===== src/design/analogy_nearest_neighbor_top_macros.svh =====
// Assertion macros for the analogy nearest-neighbor block.
// Included by the top level; empty bodies when SYNTHESIS is defined.
`ifndef ANALOGY_NEAREST_NEIGHBOR_TOP_MACROS_SVH
`define ANALOGY_NEAREST_NEIGHBOR_TOP_MACROS_SVH
`ifndef SYNTHESIS
`define ANN_ASSERT_IMPL(label, clk, rst_n, prop) \
    label: assert property (@(posedge clk) disable iff (!rst_n) prop) \
        else $error("assertion failed");
`define ANN_ASSERT_NEXT(label, clk, rst_n, cond, nxt) \
    label: assert property (@(posedge clk) disable iff (!rst_n) (cond) |=> (nxt)) \
        else $error("assertion failed");
`else
`define ANN_ASSERT_IMPL(label, clk, rst_n, prop)
`define ANN_ASSERT_NEXT(label, clk, rst_n, cond, nxt)
`endif
`endif


===== src/design/ann_pkg.sv =====
// Package for the analogy nearest-neighbor block: sizes, codes, shared types.
// No dependencies.
package ann_pkg;
    localparam int NUM_ENTRIES = 4096;
    localparam int DIM = 64;
    localparam int EW = $clog2(NUM_ENTRIES);
    localparam int CW = $clog2(DIM);
    localparam int AW = EW + CW;
    localparam int SCORE_W = 35;
    localparam int COUNT_W = 20;
    localparam logic [COUNT_W-1:0] COUNT_MAX = '1;
    localparam logic signed [SCORE_W-1:0] MINUS_ONE = -(35'sd1 <<< 30);
    localparam logic MODE_LOAD = 1'b0;
    localparam logic MODE_QUERY = 1'b1;
    localparam int IN_W = 1 + 12 + 6 + 16 + 12*4 + 1;
    localparam int IN_BYTES_W = ((IN_W + 7) / 8) * 8;
    localparam int OUT_W = 12 + 1 + 35 + 1 + 20;
    localparam int OUT_BYTES_W = ((OUT_W + 7) / 8) * 8;

    typedef struct packed {
        logic       mode;
        logic [11:0] entry_index;
        logic [5:0]  component_index;
        logic signed [15:0] component_value;
        logic [11:0] word_a;
        logic [11:0] word_b;
        logic [11:0] word_c;
        logic [11:0] word_d;
        logic        last_query;
    } item_t;

    typedef struct packed {
        logic [11:0] best_index;
        logic        found;
        logic signed [SCORE_W-1:0] best_score;
        logic        is_correct;
        logic [COUNT_W-1:0] correct_count;
    } result_t;

    typedef struct packed {
        logic busy;
        logic out_full;
    } status_t;
endpackage


===== src/design/ann_front.sv =====
// Front end: accepts stream beats, unpacks them and pushes them into a
// two-deep queue toward the scan engine. Depends on ann_pkg.
module ann_front (
    input  logic clk,
    input  logic rst_n,
    input  logic s_tvalid,
    output logic s_tready,
    input  logic [ann_pkg::IN_BYTES_W-1:0] s_tdata,
    input  logic s_tlast,
    input  logic s_tuser,
    output logic q_valid,
    input  logic q_pop,
    output ann_pkg::item_t q_item
);
    import ann_pkg::*;
    item_t mem_reg [2];
    logic rd_reg, wr_reg;
    logic [1:0] cnt_reg;
    item_t in_item;
    logic push;

    // tdata: entry_index, component_index, component_value, a, b, c, d (low up)
    always_comb
    begin
        in_item.mode = s_tuser;
        in_item.entry_index = s_tdata[11:0];
        in_item.component_index = s_tdata[17:12];
        in_item.component_value = s_tdata[33:18];
        in_item.word_a = s_tdata[45:34];
        in_item.word_b = s_tdata[57:46];
        in_item.word_c = s_tdata[69:58];
        in_item.word_d = s_tdata[81:70];
        in_item.last_query = s_tlast;
    end

    assign s_tready = (cnt_reg != 2'd2);
    assign push = s_tvalid && s_tready;
    assign q_valid = (cnt_reg != 2'd0);
    assign q_item = mem_reg[rd_reg];

    always_ff @(posedge clk)
    begin
        if (push)
        begin
            mem_reg[wr_reg] <= in_item;
        end
    end

    always_ff @(posedge clk or negedge rst_n)
    begin
        if (!rst_n)
        begin
            rd_reg <= 1'b0;
            wr_reg <= 1'b0;
            cnt_reg <= 2'd0;
        end
        else
        begin
            if (push)
            begin
                wr_reg <= ~wr_reg;
            end
            if (q_pop)
            begin
                rd_reg <= ~rd_reg;
            end
            cnt_reg <= cnt_reg + {1'b0, push} - {1'b0, q_pop};
        end
    end
endmodule


===== config.mk =====
export PLATFORM = sky130hd
export DESIGN_NAME = ann_front
export DESIGN_NICKNAME = d
export VERILOG_FILES = /design/src/design/analogy_nearest_neighbor_top_macros.svh /design/src/design/ann_pkg.sv /design/src/design/ann_front.sv
export SDC_FILE = /design/constraint.sdc
export NUM_CORES = 1
export LEC_CHECK = 0
export BUFFER_PORTS_ARGS = -buffer_cell sky130_fd_sc_hd__buf_2
export CORE_ASPECT_RATIO = 1.25
export CORE_UTILIZATION = 25
export CTS_BUF_LIST = sky130_fd_sc_hd__clkbuf_8
export DETAILED_ROUTE_END_ITERATION = 8
export SLEW_MARGIN = 20
export SYNTH_ARGS = -nofsm -noshare
export SYNTH_HDL_FRONTEND = slang
export SYNTH_SLANG_ARGS = --single-unit

===== constraint.sdc =====
create_clock -name clk -period 10.6 [get_ports clk]
set_clock_uncertainty 0.15 [all_clocks]
set_input_delay 1.06 -clock clk [delete_from_list [all_inputs] [get_ports clk]]
set_output_delay 1.06 -clock clk [all_outputs]
set_load 0.005 [all_outputs]

==> results of run 1 <==
==> power by group <==
group | switching, mW | internal [mW] | total, mW
Sequential | 0.0652 | 0.930 | 0.996
Combinational | 0.260 | 0.246 | 0.505
Clock | 0.239 | 0.256 | 0.496
Total | 0.564 | 1.43 | 2.00
==> cells by family after synthesis <==
logic type | count (synthesis)
flip-flops | 172
adder cells (fa/ha/maj) | 1
multiplexers | 84
AND/OR/NAND/NOR | 6
XOR/XNOR | 4
buffers and inverters | 9
AO/OA/AOI/OAI | 2
==> worst register-to-register path, stage by stage (launching register included) <==
cell	delay, ps
dfrtp_1	390
nand2b_1	160
nand2_1	160
nor2_4	570
buf_4	820
==> layout by cell type (no fill, tap or decap) <==
master	n
dfrtp_4	1
mux2_2	34
ha_1	1
mux2_1	50
dfrtp_1	3
a21bo_2	1
inv_6	1
xor2_1	1
or2_2	1
nor2_4	1
buf_2	173
and3_4	1
clkinv_2	3
clkinv_1	1
clkbuf_8	17
buf_4	3
a21oi_1	1
nor3b_1	1
edfxtp_1	168
nand2_1	1
bufinv_16	4
xnor2_1	3
clkinv_4	4
nand2b_1	1
clkinvlp_4	2
==> routing by layer <==
metal / track usage [%] / wire length (µm)
met4: 5.05 / 307
met3: 3.85 / 737
met5: 0 / 31
met2: 17.7 / 6640
met1: 9.39 / 4470
==> worst max-delay path by stage <==
stage,from,to,slack (ps),cells past startpoint
final,rd_reg$_DFFE_PN0P_,q_item[2],6890,3
after global routing,rd_reg$_DFFE_PN0P_,q_item[2],6680,3
after CTS,rd_reg$_DFFE_PN0P_,q_item[2],6770,3
after detailed placement,s_tvalid,mem_reg[0][46]$_DFFE_PP_,7220,4
after global placement,s_tvalid,mem_reg[0][45]$_DFFE_PP_,7320,4
after floorplan,s_tvalid,mem_reg[0][0]$_DFFE_PP_,5260,2
==> synthesized netlist by cell type, drive strengths merged <==
master,count,area (µm²)
a21bo,1,10.0
a21oi,1,5.00
and3,1,6.26
buf,9,78.8
dfrtp,4,100
edfxtp,168,5040
ha,1,12.5
mux2,84,946
nand2,1,3.75
nand2b,1,6.26
nor2,1,3.75
nor3b,1,7.51
or2,1,6.26
xnor2,3,26.3
xor2,1,8.76
==> area by class of cell <==
class | count | area [µm²] | share of cell area, %
tap | 330 | 413 | 5.20
clock buffer | 17 | 234 | 2.95
sequential | 172 | 5150 | 64.9
multi-input combinational | 97 | 1050 | 13.3
timing repair buffer | 176 | 888 | 11.2
clock inverter | 15 | 198 | 2.49
==> per-stage QoR <==
| stage | total power, mW | std cells | utilization [%] | setup slack, ps |
|---|---|---|---|---|
| after floorplan | 1.31 | 278 | - | 5260 |
| after CTS | 2.04 | 807 | 32.3 | 6770 |
| after global routing | 2.12 | 807 | 32.3 | 6680 |
| final | 2.00 | 807 | 32.3 | 6890 |
| after global placement | 1.51 | 775 | 30.5 | 7320 |
| after detailed placement | 1.54 | 775 | 30.5 | 7220 |
==> metrics.md, run 1 <==
| Metric | Value |
|---|---|
| CTS sink cnt | 172 |
| DIE AREA | 25,700 µm² |
| First-pass GRT wire length | 17,700 µm |
| Worst-Skew Late Latency | 450 ps |
| CP bufs+invs | 2 |
| Mapped Nets | 373 |
| Setup Buffers After CTS | 0 |
| Num CTS Buffers | 17 |
| Antenna Cells | 0 |
| Gpl congestion | 0.652 |
| Max-cap violation count | 0 |
| Fin crit share | 35.0% |
| Setup tns final | 0 ps |
| R2R Path End | mem_reg[0][53]$_DFFE_PP_ |
| FF-to-FF Start | cnt_reg[0]$_DFF_PN0_ |
| ANT nets after route | 0 |
| CP max stage cell | dfrtp_4 |
| H-tree depth | 4 |
| Unique masters post-synth | 18 |
| CP Launch Type | flip-flop |
| CP max FO | 45 |
| Start-to-end type of the worst setup path | flip-flop to primary output |
| Combinational family with the most area after synthesis | multiplexers |
| CTS tree | built |
| Slew Limit Fails | 0 |
| Post-Synth Adder-Cell Area | 0.200% |
| Placed cell area | 7500 µm² |
| Period minus WS final | 3710 ps |
| Root Driver | clkbuf_8 |
| Die width | 144 µm |
| CORE AREA | 24,600 µm² |
| Simple-gate share of the synthesized area | 0.539% |
| Post-synthesis to final-layout area growth | 26.7% |
| FMAX | 270 MHz |
| Arrival time worst endpoint | 2500 ps |
| Max reg flops | 168 |
| GRT Total Usage | 9.72% |
| Post-CTS sizing | 0 |
| CP required | 9390 ps |
| Peak supply drop | 92.0 µV |
| Via count | 3,194 |
| XOR/XNOR Fraction of Synth Area | 0.559% |
| Remaining DRCs | 0 |
| Number of synthesized register bits | 172 |
| # port buffers | 173 |
| Yosys warns | 0 |
| Initial antenna violation count | 2 |
| Vias in the first global route | 3,396 |
| Avg Cell Area, Syn | 22.5 µm² |
| Min-delay worst type | input pin to asynchronous set/reset pin |
| Maximum clock path buffer count | 2 |
| Nets | 559 |
| Crit path max-delay family | flip-flops |
| Worst-case reg-to-reg path depth | 4 |
| Compound-gate portion of the synthesized area | 0.240% |
| Cell Pwr Density | 252 nW/µm² |
| Fin. Hold Viols | 0 |
| Layout fillers | 2,408 |
| Setup crit end kind | primary output |
| Synthesized instance count | 278 |
| Initial core utilization | 25.5% |
| DRT Wirelength | 12,200 µm |
| RSZ-0062 raised after global routing | no |
| FP Rows | 64 |
| DR vias/cell | 3.96 |
| Critical-path cell list | buf_4 > mux2_2 > buf_2 |
| Clock-pin slew on the worst setup and hold paths | 90 ps |
| Largest net degree at the start of global routing | 66 |
| 1st-iter DRT viols | 150 |
| CTS Hold Bufs | 0 |
| Synthesized cell area | 6270 µm² |
| Worst Tran Pin Value | 890 ps |
| Leakage | 2.89 nW |
| Slew headroom | 40.6% |
| 1st-pass router iterations | 4 |
| Status | completed |
| Proportion of synthesized area in mux cells | 15.1% |
| Routed length per instance | 15.1 µm |
| Setup Viol. Count Final | 0 |
| Finished Cell Area | 7940 µm² |
| I/O pin count | 180 |
| Layout cells sized above 1 | 51.6% |
| Crit path largest cell delay | 790 ps |
| DP HPWL | 7990 µm |
| Total gr overflow | 0 |
| DIE HEIGHT | 179 µm |
| Hold Worst Slack | 243 ps |
| FF-to-FF setup slack | 7950 ps |
| Sequential share of the synthesized area | 82.1% |
(Power assumes the default switching activity.)
==> run 2, diff against run 1 <==
- clock period: 10.6 -> 3.4 ns (I/O delays scaled with it)
==> run 2 against run 1 <==
Net effect:
- worst hold slack lost 180 ps
- register-to-register slack got worse by 6800 ps
- critical path depth did not move
- wire length increased by 4.1%
==> metrics.md, run 2 (synthesized netlist as in run 1, its figures left out) <==
| Metric | Value |
|---|---|
| Vias in the first global route | 3,748 (was 3,396) |
| Most common cell after layout, fill and taps aside | buf_2 (unchanged) |
| R2R Path End | mem_reg[0][65]$_DFFE_PP_ (was mem_reg[0][53]$_DFFE_PP_) |
| CTS sink cnt | 172 (unchanged) |
| H-tree depth | 4 (unchanged) |
| Combinational Power Share | 26.9% (was 25.3%) |
| FMAX | 376 MHz |
| FF-to-FF Start | cnt_reg[0]$_DFF_PN0_ (unchanged) |
| Most frequent cells in the layout | buf_2, edfxtp_1, dlygate4sd3_1 (was buf_2, edfxtp_1, mux2_1) |
| # port buffers | 173 (unchanged) |
| ANT nets after route | 0 (unchanged) |
| I/O pin count | 180 (unchanged) |
| CP Launch Type | flip-flop (unchanged) |
| FF-to-FF setup slack | 1160 ps (was 7950 ps) |
| Setup tns final | 0 ps (unchanged) |
| CP required | 2910 ps (was 9390 ps) |
| First-pass GRT wire length | 18,700 µm (was 17,700 µm) |
| Routed length per instance | 14.2 µm (was 15.1 µm) |
| Max-cap violation count | 0 (unchanged) |
| Setup Viol. Count Final | 0 (unchanged) |
| Layout cells sized above 1 | 43.9% (was 51.6%) |
| Switch share | 28.4% (was 28.3%) |
| FP Rows | 64 (unchanged) |
| DRT Wirelength | 12,700 µm (was 12,200 µm) |
| Final Non-Filler Cells | 896 (was 807) |
| DIE AREA | 25,700 µm² (unchanged) |
| Leakage | 3.26 nW (was 2.89 nW) |
| Largest net degree at the start of global routing | 44 (was 66) |
| DIE HEIGHT | 179 µm (unchanged) |
| Slew Limit Fails | 0 (unchanged) |
| Fin crit share | 78.3% |
| Pwr Total | 6.28 mW (was 2.00 mW) |
| Pint | 4.50 mW (was 1.43 mW) |
| Setup Buffers After CTS | 0 (unchanged) |
| Status | completed (unchanged) |
| Start-to-end type of the worst setup path | flip-flop to primary output (unchanged) |
| Worst-case reg-to-reg path depth | 4 (unchanged) |
| CORE AREA | 24,600 µm² (unchanged) |
| Critical Path End | q_item[24] (was q_item[2]) |
| CP max FO | 43 (was 45) |
| Post-synthesis to final-layout area growth | 40.9% (was 26.7%) |
| Total gr overflow | 0 (unchanged) |
| Slew headroom | 42.2% (was 40.6%) |
| DP HPWL | 8030 µm (was 7990 µm) |
| Post-CTS sizing | 0 (unchanged) |
| Finished Cell Area | 8830 µm² (was 7940 µm²) |
| Arrival time worst endpoint | 2170 ps (was 2500 ps) |
| Cell Pwr Density | 712 nW/µm² (was 252 nW/µm²) |
| DR vias/cell | 3.92 (was 3.96) |
| Seq pwr share | 49.5% (was 49.9%) |
| Fin. Hold Viols | 0 (unchanged) |
| Setup crit end kind | primary output (unchanged) |
| Initial antenna violation count | 3 (was 2) |
| Gpl congestion | 0.650 (was 0.652) |
| CTS tree | built (unchanged) |
| Root Driver | clkbuf_8 (unchanged) |
| Initial core utilization | 25.5% (unchanged) |
| RSZ-0062 raised after global routing | no (unchanged) |
| Placed cell area | 7560 µm² (was 7500 µm²) |
| Via count | 3,515 (was 3,194) |
| 1st-iter DRT viols | 104 (was 150) |
| Remaining DRCs | 0 (unchanged) |
| Peak supply drop | 279 µV (was 92.0 µV) |
| Nets | 647 (was 559) |
| GRT Total Usage | 10.0% (was 9.72%) |
| Placed Cells incl. Taps | 777 (was 775) |
| Crit path from | rd_reg$_DFFE_PN0P_ (unchanged) |
| Min-delay worst type | input pin to asynchronous set/reset pin (unchanged) |
| Clock power frac | 23.6% (was 24.8%) |
| Num CTS Buffers | 17 (unchanged) |
| Max reg flops | 168 (unchanged) |
| Clock-pin slew on the worst setup and hold paths | 100 ps (was 90 ps) |
| Die width | 144 µm (unchanged) |
| 1st-pass router iterations | 4 (unchanged) |
| Worst-Skew Late Latency | 450 ps (about the same) |
| Net Sw Power | 1.79 mW (was 0.564 mW) |
| Maximum clock path buffer count | 2 (unchanged) |
| Layout fillers | 2,348 (was 2,408) |
| Worst Tran Pin Value | 865 ps (was 890 ps) |
| Period minus WS final | 2660 ps |
==> run 2: cell types whose count changed in the layout (fill, tap and decap cells not counted) <==
cell	before	now
buf_4	3	2
inv_6	1	2
bufinv_16	4	3
buf_12	0	3
dlygate4sd3_1	0	86
clkinv_4	4	3
diode_2	0	1
clkinv_2	3	4
==> run 2: area by class of cell <==
cell class                 instances  area, µm²  share of cell area, %
antenna                            1       2.50                 0.0283
timing repair buffer             264       1800                   20.4
multi-input combinational         97       1050                   11.9
clock inverter                    15        173                   1.96
tap                              330        413                   4.68
sequential                       172       5150                   58.3
clock buffer                      17        234                   2.65
==> run 2: repair_timing <==
action                                  4_1_cts  5_1_grt
endpoints found under the hold margin       173        0
hold buffers                                 86        0
endpoints found under the setup margin        0        0
==> run 2: layer usage <==
layer | vias to the layer above | global-route usage, % | share of wire [%]
li1 | 1657 | - | -
met1 | 1739 | 9.92 | 39
met2 | 102 | 18.3 | 54
met3 | 13 | 4.06 | 6.2
met4 | 4 | 4.17 | 1.3
met5 | - | 0 | 0.22
==> run 2: power groups by stage <==
stage	Sequential, mW	Combinational, mW	Clock [mW]
after global placement	3.13	1.63	0
after detailed placement	3.17	1.65	0
final	3.11	1.69	1.48
after global routing	3.17	1.86	1.62
after floorplan	3.04	1.03	0
after CTS	3.12	1.74	1.55
==> run 2: how the worst min path moves through the flow <==
stage | from | end | slack [ps] | cells after the start
floorplan | rst_n | cnt_reg[0]$_DFF_PN0_ | -110 | 0
global placement | rst_n | cnt_reg[0]$_DFF_PN0_ | -4 | 1
detailed placement | rst_n | cnt_reg[1]$_DFF_PN0_ | 4 | 1
CTS | rst_n | cnt_reg[1]$_DFF_PN0_ | 20 | 2
global route | rst_n | cnt_reg[1]$_DFF_PN0_ | 30 | 2
finish | rst_n | cnt_reg[1]$_DFF_PN0_ | 70 | 2
==> run 2: stage by stage <==
stage	hold slack, ps	utilization [%]	setup WS, ps
after floorplan	-106	-	267
final	66.1	35.9	737
after global placement	-4.36	30.7	1220
after global routing	26.6	35.9	571
after detailed placement	3.60	30.7	1140
after CTS	15.4	35.9	629
==> run 2: worst max-delay path, stage by stage (launching register included) <==
cell and delay [ps]:
dfrtp_4 860, buf_12 340, mux2_1 370, buf_2 140
==> run 3, diff against run 2 <==
- clock period: 3.4 -> 2.3 ns (I/O delays scaled with it)
==> run 3 against run 2 <==
Net effect:
- clock power rose by 32%
- worst hold slack better by 280 ps
- sequential power up 44%
- largest cell class unchanged
==> metrics.md, run 3 (synthesized netlist as in run 1, its figures left out) <==
| Metric | Value |
|---|---|
| Status | completed (unchanged) |
| Nets | 652 (was 647) |
| # port buffers | 173 (unchanged) |
| Period minus WS final | 2150 ps |
| Most common cell after layout, fill and taps aside | buf_2 (unchanged) |
| Most frequent cells in the layout | buf_2, edfxtp_1, dlygate4sd3_1 (unchanged) |
| Layout cells sized above 1 | 44.2% (was 43.9%) |
| H-tree depth | 4 (unchanged) |
| Setup Viol. Count Final | 0 (unchanged) |
| Maximum clock path buffer count | 2 (unchanged) |
| Total gr overflow | 0 (unchanged) |
| First-pass GRT wire length | 19,000 µm (was 18,700 µm) |
| M1 WL | 4970 µm (was 4900 µm) |
| Max reg flops | 168 (unchanged) |
| Layout fillers | 2,336 (was 2,348) |
| DR vias/cell | 3.94 (was 3.92) |
| ANT nets after route | 0 (unchanged) |
| GRT Total Usage | 10.1% (was 10.0%) |
| Multi-input gate area | 1070 µm² (was 1050 µm²) |
| RSZ-0062 raised after global routing | no (unchanged) |
| CP Launch Type | flip-flop (unchanged) |
| DIE AREA | 25,700 µm² (unchanged) |
| DP HPWL | 8080 µm (was 8030 µm) |
| Pwr Total | 9.19 mW (was 6.28 mW) |
| Num CTS Buffers | 17 (unchanged) |
| Root Driver | clkbuf_8 (unchanged) |
| 1st-pass router iterations | 4 (unchanged) |
| Post-synthesis to final-layout area growth | 41.4% (was 40.9%) |
| Routed length per instance | 14.2 µm (about the same) |
| Min-delay worst type | input pin to flip-flop (was input pin to asynchronous set/reset pin) |
| Die width | 144 µm (unchanged) |
| Setup Buffers After CTS | 0 (unchanged) |
| CP max FO | 20 (was 43) |
| Slew headroom | 64.0% (was 42.2%) |
| Clock-pin slew on the worst setup and hold paths | 100 ps (about the same) |
| Initial antenna violation count | 0 (was 3) |
| Leakage | 3.27 nW (was 3.26 nW) |
| DR top layer | met4 (was met5) |
| CTS sink cnt | 172 (unchanged) |
| CP required | 1920 ps (was 2910 ps) |
| DIE HEIGHT | 179 µm (unchanged) |
| Antenna Cells | 0 (was 1) |
| 1st-iter DRT viols | 130 (was 104) |
| Met2 wire len | 6860 µm (was 6820 µm) |
| FMAX | 464 MHz |
| Initial core utilization | 25.5% (unchanged) |
| Vias in the first global route | 3,923 (was 3,748) |
| Start-to-end type of the worst setup path | flip-flop to primary output (unchanged) |
| Remaining DRCs | 0 (unchanged) |
| CORE AREA | 24,600 µm² (unchanged) |
| I/O pin count | 180 (unchanged) |
| Gpl congestion | 0.654 (was 0.650) |
| Hold Worst Slack | 345 ps (was 66.1 ps) |
| CTS tree | built (unchanged) |
| FP Rows | 64 (unchanged) |
| Slew Limit Fails | 0 (unchanged) |
| Worst Tran Pin Value | 540 ps (was 865 ps) |
| Worst-Skew Late Latency | 450 ps (about the same) |
| Register area | 5150 µm² (unchanged) |
| Arrival time worst endpoint | 1770 ps (was 2170 ps) |
| Met3 Wirelength | 749 µm (was 782 µm) |
| Max-cap violation count | 0 (unchanged) |
| Via count | 3,547 (was 3,515) |
| Largest net degree at the start of global routing | 47 (was 44) |
| Cell Pwr Density | 1040 nW/µm² (was 712 nW/µm²) |
| Setup crit end kind | primary output (unchanged) |
| DRT Wirelength | 12,800 µm (was 12,700 µm) |
| Fin crit share | 93.7% |
| Fin. Hold Viols | 0 (unchanged) |
| Peak supply drop | 441 µV (was 279 µV) |
## run 3: changes by cell type in the layout (fill, tap and decap cells not counted), sizes merged
cell | previous run | this run
buf | 178 | 181
inv | 2 | 4
dlygate4sd3 | 86 | 88
diode | 1 | 0
clkinvlp | 2 | 5
clkinv | 8 | 5
bufinv | 3 | 1
## run 3: worst max-delay path, cell delays in order, from the launching register on
cell	delay (ps)
dfrtp_4	510
buf_4	300
mux2_2	370
buf_2	130
## run 3: what timing repair did
action	in CTS	in global routing
resized for setup	0	0
hold buffers	88	0
endpoints found under the hold margin	175	0
## run 3: per-layer routing
layer / up-vias / global-route usage (%)
met5: - / 0
met4: 0 / 4.52
met3: 10 / 3.18
met2: 119 / 18.9
met1: 1760 / 10.0
li1: 1658 / -
## run 3: area by class of cell
| class | count | share of cell area, % |
|---|---|---|
| clock buffers | 17 | 2.64 |
| flip-flops and latches | 172 | 58.1 |
| clock inverters | 15 | 1.41 |
| multi-input cells | 97 | 12.1 |
| repair buffers | 269 | 21.1 |
| well taps | 330 | 4.66 |
## run 3: final timing paths
path | end | startpoint | depth (start not counted) | slack (ps)
max | q_item[19] | rd_reg$_DFFE_PN0P_ | 3 | 150
min | mem_reg[0][79]$_DFFE_PP_ | s_tdata[8] | 2 | 350
max reg2reg | mem_reg[0][43]$_DFFE_PP_ | cnt_reg[0]$_DFF_PN0_ | 4 | 490
min reg2reg | wr_reg$_DFFE_PN0P_ | wr_reg$_DFFE_PN0P_ | 1 | 420
max in group asynchronous | rd_reg$_DFFE_PN0P_ | rst_n | 3 | 1300
min in group asynchronous | wr_reg$_DFFE_PN0P_ | rst_n | 3 | 500
## run 3: where the power goes
part	leakage (nW)	switching [mW]	internal, mW	total (mW)
clock network	0.173	1.11	0.852	1.96
logic	1.49	1.37	1.38	2.76
registers	1.61	0.197	4.28	4.47
total	3.27	2.68	6.51	9.19
## run 3: metrics by stage
stage / utilization, % / area, µm² / instances / setup TNS (ps) / setup WS, ps
after floorplan: - / 6290 / 278 / -7900 / -94.0
after global placement: 31.0 / 7620 / 780 / 0 / 578
after detailed placement: 31.0 / 7620 / 780 / 0 / 517
after CTS: 36.0 / 8860 / 900 / 0 / 56.4
after global routing: 36.0 / 8860 / 900 / 0 / 19.6
final: 36.0 / 8860 / 900 / 0 / 146
